## src/ata_sat_pkg.sv

```systemverilog
// shared types, constants and codes of the sector address translator
package ata_sat_pkg;

  localparam int BLK_W    = 32;  // request block number
  localparam int LBA_W    = 28;  // addressable sector number of the drive
  localparam int DIV_W    = 11;  // divisor and remainder width (heads * sectors up to 31 * 63)
  localparam int DIV_STEP = 4;   // quotient bits resolved per divider stage
  localparam int CYL_STAGES = (LBA_W + DIV_STEP - 1) / DIV_STEP;
  localparam int SEC_STAGES = (DIV_W + DIV_STEP - 1) / DIV_STEP;
  localparam int Q2_W       = SEC_STAGES * DIV_STEP;
  localparam int CYL_W    = 16;
  localparam int HEAD_W   = 4;
  localparam int SPT_W    = 6;
  localparam int HC_W     = 5;

  localparam logic [7:0] CMD_READ_SECTORS  = 8'h20;
  localparam logic [7:0] CMD_WRITE_SECTORS = 8'h30;
  localparam logic [7:0] DEVICE_BASE       = 8'hE0;

  localparam logic OP_READ  = 1'b0;
  localparam logic OP_WRITE = 1'b1;

  typedef enum logic [1:0] {
    ST_OK   = 2'd0,
    ST_PART = 2'd1,
    ST_DISK = 2'd2
  } status_t;

  typedef enum logic [2:0] {
    REG_PART_START = 3'd0,
    REG_PART_LEN   = 3'd1,
    REG_DISK_SECT  = 3'd2,
    REG_USE_LBA    = 3'd3,
    REG_HEADS      = 3'd4,
    REG_SPT        = 3'd5,
    REG_DRIVE      = 3'd6
  } reg_idx_t;

  // checked request on its way into the divider
  typedef struct packed {
    logic             op;
    status_t          status;
    logic [LBA_W-1:0] lba;
  } req_t;

  // divider constants derived from the geometry registers
  typedef struct packed {
    logic [DIV_W-1:0] per_cyl;
    logic [SPT_W-1:0] spt;
  } geom_t;

  // request with its chs split, sector counted from 0
  typedef struct packed {
    logic              op;
    status_t           status;
    logic [LBA_W-1:0]  lba;
    logic [CYL_W-1:0]  cyl;
    logic [HEAD_W-1:0] head;
    logic [SPT_W-1:0]  sect0;
  } chs_t;

endpackage

```

## src/ata_sat_check.sv

```systemverilog
// two-stage front end: partition offset and partition / disk bound checks
module ata_sat_check (
  input  logic                         clk,
  input  logic                         rst,
  input  logic                         in_valid,
  output logic                         in_ready,
  input  logic                         in_op,
  input  logic [ata_sat_pkg::BLK_W-1:0] in_block,
  input  logic [ata_sat_pkg::BLK_W-1:0] partition_start,
  input  logic [ata_sat_pkg::BLK_W-1:0] partition_length,
  input  logic [ata_sat_pkg::LBA_W-1:0] disk_sectors,
  output logic                         out_valid,
  input  logic                         out_ready,
  output ata_sat_pkg::req_t            out_item
);
  import ata_sat_pkg::*;

  logic             s1_valid;
  logic             s1_op;
  logic             s1_part_fail;
  logic [BLK_W-1:0] s1_abs;
  logic             s2_valid;
  req_t             s2_item;

  logic             rdy1;
  logic             rdy2;
  logic [BLK_W:0]   sum;
  logic             part_fail;
  logic             disk_fail;
  status_t          status;

  assign rdy2     = !s2_valid || out_ready;
  assign rdy1     = !s1_valid || rdy2;
  assign in_ready = rdy1;

  // read: relative block plus partition start, must stay inside partition and 32 bits
  assign sum       = {1'b0, partition_start} + {1'b0, in_block};
  assign part_fail = (in_op == OP_READ) && ((in_block >= partition_length) || sum[BLK_W]);

  assign disk_fail = s1_abs >= {{(BLK_W-LBA_W){1'b0}}, disk_sectors};

  always_comb begin
    if (s1_part_fail) begin
      status = ST_PART;
    end else if (disk_fail) begin
      status = ST_DISK;
    end else begin
      status = ST_OK;
    end
  end

  always_ff @(posedge clk) begin
    if (rst) begin
      s1_valid <= 1'b0;
      s2_valid <= 1'b0;
    end else begin
      if (rdy1) begin
        s1_valid <= in_valid;
      end
      if (rdy2) begin
        s2_valid <= s1_valid;
      end
    end
  end

  always_ff @(posedge clk) begin
    if (rdy1) begin
      s1_op        <= in_op;
      s1_part_fail <= part_fail;
      s1_abs       <= (in_op == OP_WRITE) ? in_block : sum[BLK_W-1:0];
    end
    if (rdy2) begin
      s2_item.op     <= s1_op;
      s2_item.status <= status;
      s2_item.lba    <= s1_abs[LBA_W-1:0];
    end
  end

  assign out_valid = s2_valid;
  assign out_item  = s2_item;

endmodule

```

## src/ata_sat_chs.sv

```systemverilog
// pipelined restoring divider: cylinder, then head and sector
module ata_sat_chs (
  input  logic               clk,
  input  logic               rst,
  input  logic               in_valid,
  output logic               in_ready,
  input  ata_sat_pkg::req_t  in_item,
  input  ata_sat_pkg::geom_t geom,
  output logic               out_valid,
  input  logic               out_ready,
  output ata_sat_pkg::chs_t  out_item
);
  import ata_sat_pkg::*;

  localparam int NSTG = CYL_STAGES + SEC_STAGES;

  typedef struct packed {
    logic             op;
    status_t          status;
    logic [LBA_W-1:0] lba;
    logic [LBA_W-1:0] q;     // dividend bits still to go, quotient bits shifted in
    logic [DIV_W-1:0] rem;
    logic [Q2_W-1:0]  q2;
    logic [DIV_W-1:0] rem2;
  } dstage_t;

  dstage_t         stg [NSTG];
  dstage_t         stg_next [NSTG];
  logic [NSTG-1:0] vld;
  logic [NSTG:0]   rdy;

  // four dependent compare-and-subtract steps
  function automatic logic [DIV_W+DIV_STEP-1:0] div_step(
    input logic [DIV_W-1:0]    rem_in,
    input logic [DIV_STEP-1:0] bits,
    input logic [DIV_W-1:0]    d
  );
    logic [DIV_W:0]      trial;
    logic [DIV_W-1:0]    r;
    logic [DIV_STEP-1:0] q;
    r = rem_in;
    q = '0;
    for (int k = DIV_STEP - 1; k >= 0; k--) begin
      trial = {r, bits[k]};
      if (trial >= {1'b0, d}) begin
        trial = trial - {1'b0, d};
        q[k]  = 1'b1;
      end
      r = trial[DIV_W-1:0];
    end
    return {r, q};
  endfunction

  always_comb begin
    rdy[NSTG] = out_ready;
    for (int i = NSTG - 1; i >= 0; i--) begin
      rdy[i] = !vld[i] || rdy[i+1];
    end
  end

  assign in_ready = rdy[0];

  always_comb begin
    dstage_t                  src;
    logic [DIV_W+DIV_STEP-1:0] res;
    for (int i = 0; i < NSTG; i++) begin
      if (i == 0) begin
        src.op     = in_item.op;
        src.status = in_item.status;
        src.lba    = in_item.lba;
        src.q      = in_item.lba;
        src.rem    = '0;
        src.q2     = '0;
        src.rem2   = '0;
      end else begin
        src = stg[i-1];
      end
      if (i == CYL_STAGES) begin
        // cylinder remainder becomes the dividend of the sector split
        src.q2   = {{(Q2_W-DIV_W){1'b0}}, src.rem};
        src.rem2 = '0;
      end
      if (i < CYL_STAGES) begin
        res      = div_step(src.rem, src.q[LBA_W-1 -: DIV_STEP], geom.per_cyl);
        src.rem  = res[DIV_W+DIV_STEP-1:DIV_STEP];
        src.q    = {src.q[LBA_W-DIV_STEP-1:0], res[DIV_STEP-1:0]};
      end else begin
        res      = div_step(src.rem2, src.q2[Q2_W-1 -: DIV_STEP],
                            {{(DIV_W-SPT_W){1'b0}}, geom.spt});
        src.rem2 = res[DIV_W+DIV_STEP-1:DIV_STEP];
        src.q2   = {src.q2[Q2_W-DIV_STEP-1:0], res[DIV_STEP-1:0]};
      end
      stg_next[i] = src;
    end
  end

  always_ff @(posedge clk) begin
    if (rst) begin
      vld <= '0;
    end else begin
      for (int i = 0; i < NSTG; i++) begin
        if (rdy[i]) begin
          vld[i] <= (i == 0) ? in_valid : vld[i-1];
        end
      end
    end
  end

  always_ff @(posedge clk) begin
    for (int i = 0; i < NSTG; i++) begin
      if (rdy[i]) begin
        stg[i] <= stg_next[i];
      end
    end
  end

  assign out_valid      = vld[NSTG-1];
  assign out_item.op     = stg[NSTG-1].op;
  assign out_item.status = stg[NSTG-1].status;
  assign out_item.lba    = stg[NSTG-1].lba;
  assign out_item.cyl    = stg[NSTG-1].q[CYL_W-1:0];
  assign out_item.head   = stg[NSTG-1].q2[HEAD_W-1:0];
  assign out_item.sect0  = stg[NSTG-1].rem2[SPT_W-1:0];

endmodule

```

## src/ata_sat_fmt.sv

```systemverilog
// output register: task-file bytes from the lba or chs split
module ata_sat_fmt (
  input  logic              clk,
  input  logic              rst,
  input  logic              in_valid,
  output logic              in_ready,
  input  ata_sat_pkg::chs_t in_item,
  input  logic              use_lba,
  input  logic              drive_select,
  output logic              out_valid,
  input  logic              out_ready,
  output logic [1:0]        out_status,
  output logic [39:0]       out_data
);
  import ata_sat_pkg::*;

  logic [7:0]        sector_byte;
  logic [7:0]        cylinder_low;
  logic [7:0]        cylinder_high;
  logic [7:0]        device_byte;
  logic [7:0]        command_byte;
  logic [HEAD_W-1:0] head;
  logic              valid_q;

  assign in_ready = !valid_q || out_ready;

  always_comb begin
    if (use_lba) begin
      sector_byte   = in_item.lba[7:0];
      cylinder_low  = in_item.lba[15:8];
      cylinder_high = in_item.lba[23:16];
      head          = in_item.lba[27:24];
    end else begin
      sector_byte   = {{(8-SPT_W){1'b0}}, in_item.sect0} + 8'd1;
      cylinder_low  = in_item.cyl[7:0];
      cylinder_high = in_item.cyl[15:8];
      head          = in_item.head;
    end
    device_byte  = DEVICE_BASE | {4'b0000, head} | {3'b000, drive_select, 4'b0000};
    command_byte = (in_item.op == OP_WRITE) ? CMD_WRITE_SECTORS : CMD_READ_SECTORS;
    // a failed check sends zeros in every byte
    if (in_item.status != ST_OK) begin
      sector_byte   = '0;
      cylinder_low  = '0;
      cylinder_high = '0;
      device_byte   = '0;
      command_byte  = '0;
    end
  end

  always_ff @(posedge clk) begin
    if (rst) begin
      valid_q <= 1'b0;
    end else if (in_ready) begin
      valid_q <= in_valid;
    end
  end

  always_ff @(posedge clk) begin
    if (in_ready) begin
      out_status <= in_item.status;
      out_data   <= {command_byte, device_byte, cylinder_high, cylinder_low, sector_byte};
    end
  end

  assign out_valid = valid_q;

endmodule

```

## src/ata_sector_address_translator.sv

```systemverilog
// top level: config registers, checks, chs divider and output register
//
// usage
//   s_* channel takes one sector request: s_tuser is the operation (0 read
//   relative to the partition, 1 absolute write), s_tdata the block number.
//   m_* channel returns one task-file result per request, in request order:
//   m_tuser is the status (0 ok, 1 outside partition, 2 beyond disk end),
//   m_tdata the sector, cylinder low, cylinder high, device and command bytes.
//   cfg_* writes one register by index; always ready, to be used only while
//   no request is in flight.
// timing
//   one request per cycle sustained while m_tready stays high; a request
//   passes 2 check stages, 7 cylinder divider stages (4 quotient bits each),
//   3 head/sector divider stages and the output register.
// reset and stall
//   rst empties the pipeline and loads the register defaults (16 heads,
//   63 sectors per track, everything else 0). When m_tready is low, stages
//   fill up behind the output register; s_tready drops only once every
//   stage holds a request, so nothing is lost or repeated.
module ata_sector_address_translator (
  input  logic        clk,
  input  logic        rst,
  // request channel
  input  logic        s_tvalid,
  output logic        s_tready,
  input  logic [31:0] s_tdata,   // block[31:0]
  input  logic        s_tuser,   // op[0]
  // result channel
  output logic        m_tvalid,
  input  logic        m_tready,
  output logic [39:0] m_tdata,   // sector_byte[7:0], cylinder_low[15:8], cylinder_high[23:16],
                                 // device_byte[31:24], command_byte[39:32]
  output logic [1:0]  m_tuser,   // status[1:0]
  // register write channel
  input  logic        cfg_valid,
  output logic        cfg_ready,
  input  logic [2:0]  cfg_index,
  input  logic [31:0] cfg_data
);
  import ata_sat_pkg::*;

  // register file
  logic [BLK_W-1:0]  partition_start;
  logic [BLK_W-1:0]  partition_length;
  logic [LBA_W-1:0]  disk_sectors;
  logic              use_lba;
  logic [HC_W-1:0]   head_count;
  logic [SPT_W-1:0]  sectors_per_track;
  logic              drive_select;

  // geometry with zero treated as one, registered for the divider
  logic [HC_W-1:0]   heads_eff;
  logic [SPT_W-1:0]  spt_eff;
  geom_t             geom;

  // links between stages
  logic              chk_valid;
  logic              chk_ready;
  req_t              chk_item;
  logic              div_valid;
  logic              div_ready;
  chs_t              div_item;

  assign cfg_ready = 1'b1;

  always_ff @(posedge clk) begin
    if (rst) begin
      partition_start   <= '0;
      partition_length  <= '0;
      disk_sectors      <= '0;
      use_lba           <= 1'b0;
      head_count        <= HC_W'(16);
      sectors_per_track <= SPT_W'(63);
      drive_select      <= 1'b0;
    end else if (cfg_valid && cfg_ready) begin
      case (reg_idx_t'(cfg_index))
        REG_PART_START: partition_start   <= cfg_data;
        REG_PART_LEN:   partition_length  <= cfg_data;
        REG_DISK_SECT:  disk_sectors      <= cfg_data[LBA_W-1:0];
        REG_USE_LBA:    use_lba           <= cfg_data[0];
        REG_HEADS:      head_count        <= cfg_data[HC_W-1:0];
        REG_SPT:        sectors_per_track <= cfg_data[SPT_W-1:0];
        REG_DRIVE:      drive_select      <= cfg_data[0];
        default: begin
          // unknown index, write dropped
        end
      endcase
    end
  end

  assign heads_eff = (head_count == '0) ? HC_W'(1) : head_count;
  assign spt_eff   = (sectors_per_track == '0) ? SPT_W'(1) : sectors_per_track;

  // sectors per cylinder, ready well before a request reaches the divider
  always_ff @(posedge clk) begin
    geom.per_cyl <= {{(DIV_W-HC_W){1'b0}}, heads_eff} * {{(DIV_W-SPT_W){1'b0}}, spt_eff};
    geom.spt     <= spt_eff;
  end

  ata_sat_check u_check (
    .clk              (clk),
    .rst              (rst),
    .in_valid         (s_tvalid),
    .in_ready         (s_tready),
    .in_op            (s_tuser),
    .in_block         (s_tdata),
    .partition_start  (partition_start),
    .partition_length (partition_length),
    .disk_sectors     (disk_sectors),
    .out_valid        (chk_valid),
    .out_ready        (chk_ready),
    .out_item         (chk_item)
  );

  ata_sat_chs u_chs (
    .clk       (clk),
    .rst       (rst),
    .in_valid  (chk_valid),
    .in_ready  (chk_ready),
    .in_item   (chk_item),
    .geom      (geom),
    .out_valid (div_valid),
    .out_ready (div_ready),
    .out_item  (div_item)
  );

  ata_sat_fmt u_fmt (
    .clk          (clk),
    .rst          (rst),
    .in_valid     (div_valid),
    .in_ready     (div_ready),
    .in_item      (div_item),
    .use_lba      (use_lba),
    .drive_select (drive_select),
    .out_valid    (m_tvalid),
    .out_ready    (m_tready),
    .out_status   (m_tuser),
    .out_data     (m_tdata)
  );

endmodule

```

## config.mk

```make
export PLATFORM = sky130hd
export DESIGN_NAME = ata_sector_address_translator
export DESIGN_NICKNAME = d
export VERILOG_FILES = /design/src/ata_sat_pkg.sv /design/src/ata_sat_check.sv /design/src/ata_sat_chs.sv /design/src/ata_sat_fmt.sv /design/src/ata_sector_address_translator.sv
export SDC_FILE = /design/constraint.sdc
export NUM_CORES = 2
export LEC_CHECK = 0
export BUFFER_PORTS_ARGS = -buffer_cell sky130_fd_sc_hd__buf_2
export CORE_MARGIN = 4
export CORE_UTILIZATION = 40
export DETAILED_ROUTE_END_ITERATION = 6
export GPL_ROUTABILITY_DRIVEN = 0
export MAX_ROUTING_LAYER = met4
export PLACE_DENSITY_LB_ADDON = 0.3
export SYNTH_ARGS = -nofsm -noshare
export SYNTH_HDL_FRONTEND = slang
export SYNTH_SLANG_ARGS = --single-unit
```

## constraint.sdc

```tcl
create_clock -name clk -period 13 [get_ports clk]
set_input_delay 2.6 -clock clk [delete_from_list [all_inputs] [get_ports clk]]
set_output_delay 2.6 -clock clk [all_outputs]
set_load 0.02 [all_outputs]
```

; ---- Word-level counts from Yosys, hierarchy flattened
; Memories as Yosys holds them, arrays and structs flattened.
; Cells that the tools add are included.
[op_classes]
n_addsub = 42
mul = 1
n_lt_le_gt_ge = 42
eq_ne = 6
mux = 109
bitwise_logic = 2
n_reduce_logical = 39
[op_table]
columns = op, n
row1 = $mux W11, 40
row2 = $ge A12 B11 Y1, 27
row3 = $sub A11 B11 Y11, 27
row4 = $ge A12 B6 Y1, 11
row5 = $sub A11 B6 Y11, 11
row6 = $mux W1, 60
row7 = $add A32 B32 Y33, 1
row8 = $ge A32 B28 Y1, 1
row9 = $ge A32 B32 Y1, 1
row10 = $mux W32, 1
row11 = $mux W8, 3
row12 = $logic_or A1 B1 Y1, 14
row13 = $reduce_and A2 Y1, 7
row14 = $logic_not A1 Y1, 13
row15 = $ge A1 B11 Y1, 1
row16 = $mul A5 B6 Y11, 1
row17 = $sub A1 B11 Y11, 1
row18 = $mux W5, 2
row19 = $eq A3 B3 Y1 const B, 3
row20 = $or A8 B5 Y8, 1
row21 = $add A6 B1 Y7 const B, 1
row22 = $sub A1 B6 Y7 const A, 1
row23 = $eq A3 B2 Y1 const B, 2
row24 = $ge A1 B6 Y1 const A, 1
row25 = 10 further kinds, 10
[word_totals]
reg_bits = 242
ramBits = 930
in_bits = 73
out_inout_bits = 45
n_memories = 1
[memory_table]
columns = name, depth, word_bits, read_ports, rd_clocked_by_memory_dff, wr, line_no
row1 = u_chs.stg, 10, 93, 10, 0, 10, ata_sat_chs.sv:27  ; dstage_t stg [NSTG];

; ---- Logic depth before layout (Yosys ltp)
[logic_depth]
ltp_word = 14
mapped_depth = 59
ltp_nobuf = 55

; ---- Cells and area by module
; Synthesis repeated with hierarchy kept, for this count alone.
[unflattened]
cells_unflattened = 4839
area_unflattened_um2 = 49084.6
[modules_own_cells]
columns = module, n_inst, cells_per_inst, area_per_inst_um2
row1 = ata_sat_chs, 1, 3487, 36761.5
row2 = ata_sat_check, 1, 632, 5730.5
row3 = ata_sector_address_translator, 1, 597, 4971.0
row4 = ata_sat_fmt, 1, 123, 1621.6

; ---- Least setup slack after synthesis
; Ideal clock, no wire load.
[synth_timing]
path_kind = flip-flop to flip-flop
start = reg geom[7] (netlist name)
end = mem u_chs.stg[2][27] in the netlist's numbering, data pin
setup_ns = 0.261
arrival_ns = 12.501
t_required_ns = 12.739
path_slack_ns = 0.238
path_stages_with_launch = 51
synth_period_minus_slack_ns = 12.762
path_cell_list = dfxtp_1 inv_1 ha_1 nand4_1 nor3_1 or3_1 o22ai_1 clkbuf_1 o21ai_0 fa_1 a21o_1 a21oi_1 o21ai_0 a21oi_1 o21ai_0 a21oi_1 o21ai_0 nand2_1 [15 not listed] clkbuf_1 buf_2 mux2_2 ha_1 nor2b_1 o21ai_1 a21boi_0 o21ai_0 a21boi_1 o21ai_0 a21boi_1 o21ai_0 nand2b_1 a2111o_1 nor3_1 nor2b_1 buf_2 a221o_1
[synth_rtl]
columns = item, line_no
row1 = end: declaration, ata_sat_chs.sv:27

==> impl_metrics.json <==
{
  "area_delta_synth_final_pct": 11.8,
  "wl_per_cell_um": 17.2,
  "worst_slew_margin_rel": 0.266,
  "worstSetupEndpointType": "flop",
  "synthFlopType": "edfxtp_1",
  "io_buffers": 110,
  "cts-buffers-inserted": 84,
  "netlist-cell-type-count": 101,
  "die_w_um": 355,
  "async_reset_ff_frac": 0,
  "grt_first_pass_wirelength_mm": 179,
  "antenna_found_initial": 4,
  "worst_setup_path_start_kind": "flop",
  "fin_worst_skew_ps": 25.1,
  "first_iter_violations": 2118,
  "clock_path_buffers": 3,
  "fillers": 11200,
  "slowest_stage": "a2111oi_0",
  "cts_sinks": 752,
  "post-route-drc-count": 0,
  "track_usage": 0.180,
  "htree_levels": 3,
  "initial_core_util": 0.402,
  "dp.final_hpwl_mm": 86.0,
  "ys_warn_count": 0,
  "slew_viol_final": 0,
  "synth.avg_cell_area_um2": 10.2,
  "post-route-min-period_ps": 11910,
  "cts_tree": "done",
  "netlist_area_um2": 48100,
  "setup_viol": 0,
  "fin_crit_sh": 0.916,
  "hold_viol_final": 0,
  "die_h_um": 355,
  "synth_edf_count": 617,
  "min_path_type": "flop to flop",
  "final_core_util": 0.450,
  "critical_path.max_fanout": 16,
  "firstDrtPassIters": 6,
  "first_global_vias": 33600,
  "cts-root-buf": "clkbuf_16",
  "synth_cells": 4702,
  "fin_nets": 5461,
  "hold_buffers": 0,
  "grt_max_degree": 93,
  "max_freq_ghz": 0.0840,
  "fin_hold_ws_ps": 401,
  "layout-drive-gt1-share": 0.103,
  "cts.reportedPaths.clkPinSlew_ps": 70,
  "via_count": 34600,
  "gr-total-overflow": 0,
  "max_stage_delay_ps": 500,
  "crit_path_frequent_cell": "o21ai_0",
  "finalSetupTns_ps": 0,
  "ff_latch_area_um2": 21200,
  "ys_seq_elements": 752,
  "cap_violations": 0,
  "ioPinCount": 118,
  "crit_required_ps": 13470,
  "ys_seq_area_frac": 0.441,
  "multi_input_area_um2": 25100,
  "crit_arrival_ps": 12380,
  "status": "finished, final reports clean",
  "routed_wl_mm": 112,
  "path_class": "flop to flop",
  "die_area_um2": 126000,
  "insertion_delay_ps": 660,
  "viasPerCell": 5.30,
  "rows": 127,
  "ant_nets": 0,
  "worst_pin_slew_ps": 1100,
  "coreArea_um2": 120000
}
## cells in the mapped netlist, types with 16 or more instances
master / instances / area (µm²)
a21oi_1: 330 / 1650
mux2_2: 108 / 1220
xnor2_1: 123 / 1080
nor3_1: 72 / 360
nor2b_1: 125 / 782
and2_1: 35 / 219
clkbuf_1: 80 / 300
o21ai_0: 256 / 1280
o211ai_1: 16 / 120
nand2b_1: 81 / 507
edfxtp_1: 617 / 18500
a21boi_0: 45 / 338
a211oi_1: 19 / 143
and3_1: 33 / 206
nand4_1: 72 / 450
nand2_1: 469 / 1760
dfxtp_1: 135 / 2700
a31oi_1: 24 / 150
o21ai_1: 35 / 175
nand3_1: 74 / 370
o31ai_1: 35 / 263
mux2i_1: 72 / 721
xor2_1: 107 / 937
o21bai_1: 19 / 143
nor2_1: 303 / 1140
fa_1: 51 / 1020
inv_1: 384 / 1440
ha_1: 478 / 5980
a221o_1: 37 / 370
a22oi_1: 17 / 128
o21a_1: 34 / 255
a21o_1: 138 / 1040
## per-layer routing
metal / share of wire / routed length (µm) / vias up / global-route usage
li1: - / - / 17500 / -
met1: 0.46 / 52000 / 16300 / 0.238
met2: 0.47 / 52300 / 740 / 0.294
met3: 0.048 / 5420 / 175 / 0.0267
met4: 0.024 / 2720 / 0 / 0.0443
met5: 0 / 0 / - / -
## sequential cells by signal (all words and copies together), names as in the netlist, 10 cells and up
| name | flops |
|---|---|
| disk_sectors | 28 |
| geom | 17 |
| partition_length | 32 |
| partition_start | 32 |
| u_check.out_item | 31 |
| u_check.s1_abs | 32 |
| u_chs.stg | 519 |
| u_chs.vld | 10 |
| u_fmt.out_data | 31 |
## critical path: cells and delay by family, from the launching register on
family                   cells  cell delay, ps
multiplexers                 1             360
AO/OA/AOI/OAI               34            6570
adder cells (fa/ha/maj)      5            1820
flip-flops                   1             440
AND/OR/NAND/NOR              9            1510
buffers and inverters        6            1020
## final timing paths
path	start	slack, ps	depth (start not counted)	endpoint
worst min register to register	u_chs.stg[2][84]	400	0	u_chs.stg[3][84]
worst max register to register	geom[6]	1090	55	u_chs.stg[4][24]
worst max-delay path	geom[6]	1090	55	u_chs.stg[4][24]
worst min-delay path	u_chs.stg[2][84]	400	0	u_chs.stg[3][84]
## cells by family (layout without fill, tap and decap cells)
logic type	count (synthesis)	in the layout	share of synthesized area
simple gates	1361	1361	0.137
xor+xnor	231	231	0.0424
flops	752	752	0.441
other cells	2	9	0.000156
buf+inv	504	725	0.0409
fa+ha+maj	529	529	0.145
mux	180	180	0.0402
compound gates	1143	1143	0.153
## area by class of cell
| cell class | count | share of cell area |
|---|---|---|
| inverter | 388 | 0.0271 |
| clock buffer | 95 | 0.0404 |
| timing repair buffer | 182 | 0.0210 |
| multi-input combinational | 3451 | 0.466 |
| tap | 1612 | 0.0375 |
| clock inverter | 60 | 0.0137 |
| antenna | 2 | 0.0000930 |
| sequential | 752 | 0.395 |
## stage by stage
step	setup WS, ps	cell area [µm²]	std cells
global route	-20.9	53800	6541
CTS	388	53700	6539
global placement	807	50800	6384
detailed placement	483	50800	6384
finish	1090	53800	6542
floorplan	238	48200	4707
## layout by cell type, fill, tap and decap left out, types with 79 or more instances in the layout
cell and n:
xnor2_1 123, ha_1 478, buf_2 109, nor2b_1 125, edfxtp_1 617, a21oi_1 330, mux2_2 108, nand2b_1 79
xor2_1 107, o21ai_0 254, nor2_1 302, nand2_1 464, a21o_1 138, dfxtp_1 133, inv_1 380, clkbuf_16 85
## timing repair
item	4_1_cts	5_1_grt
setup buffers	0	1
resized for setup	0	19
endpoints found under the setup margin	0	56
Power is not shown: default switching activity piles up to over one toggle a cycle in this logic, so the estimate is an artifact.
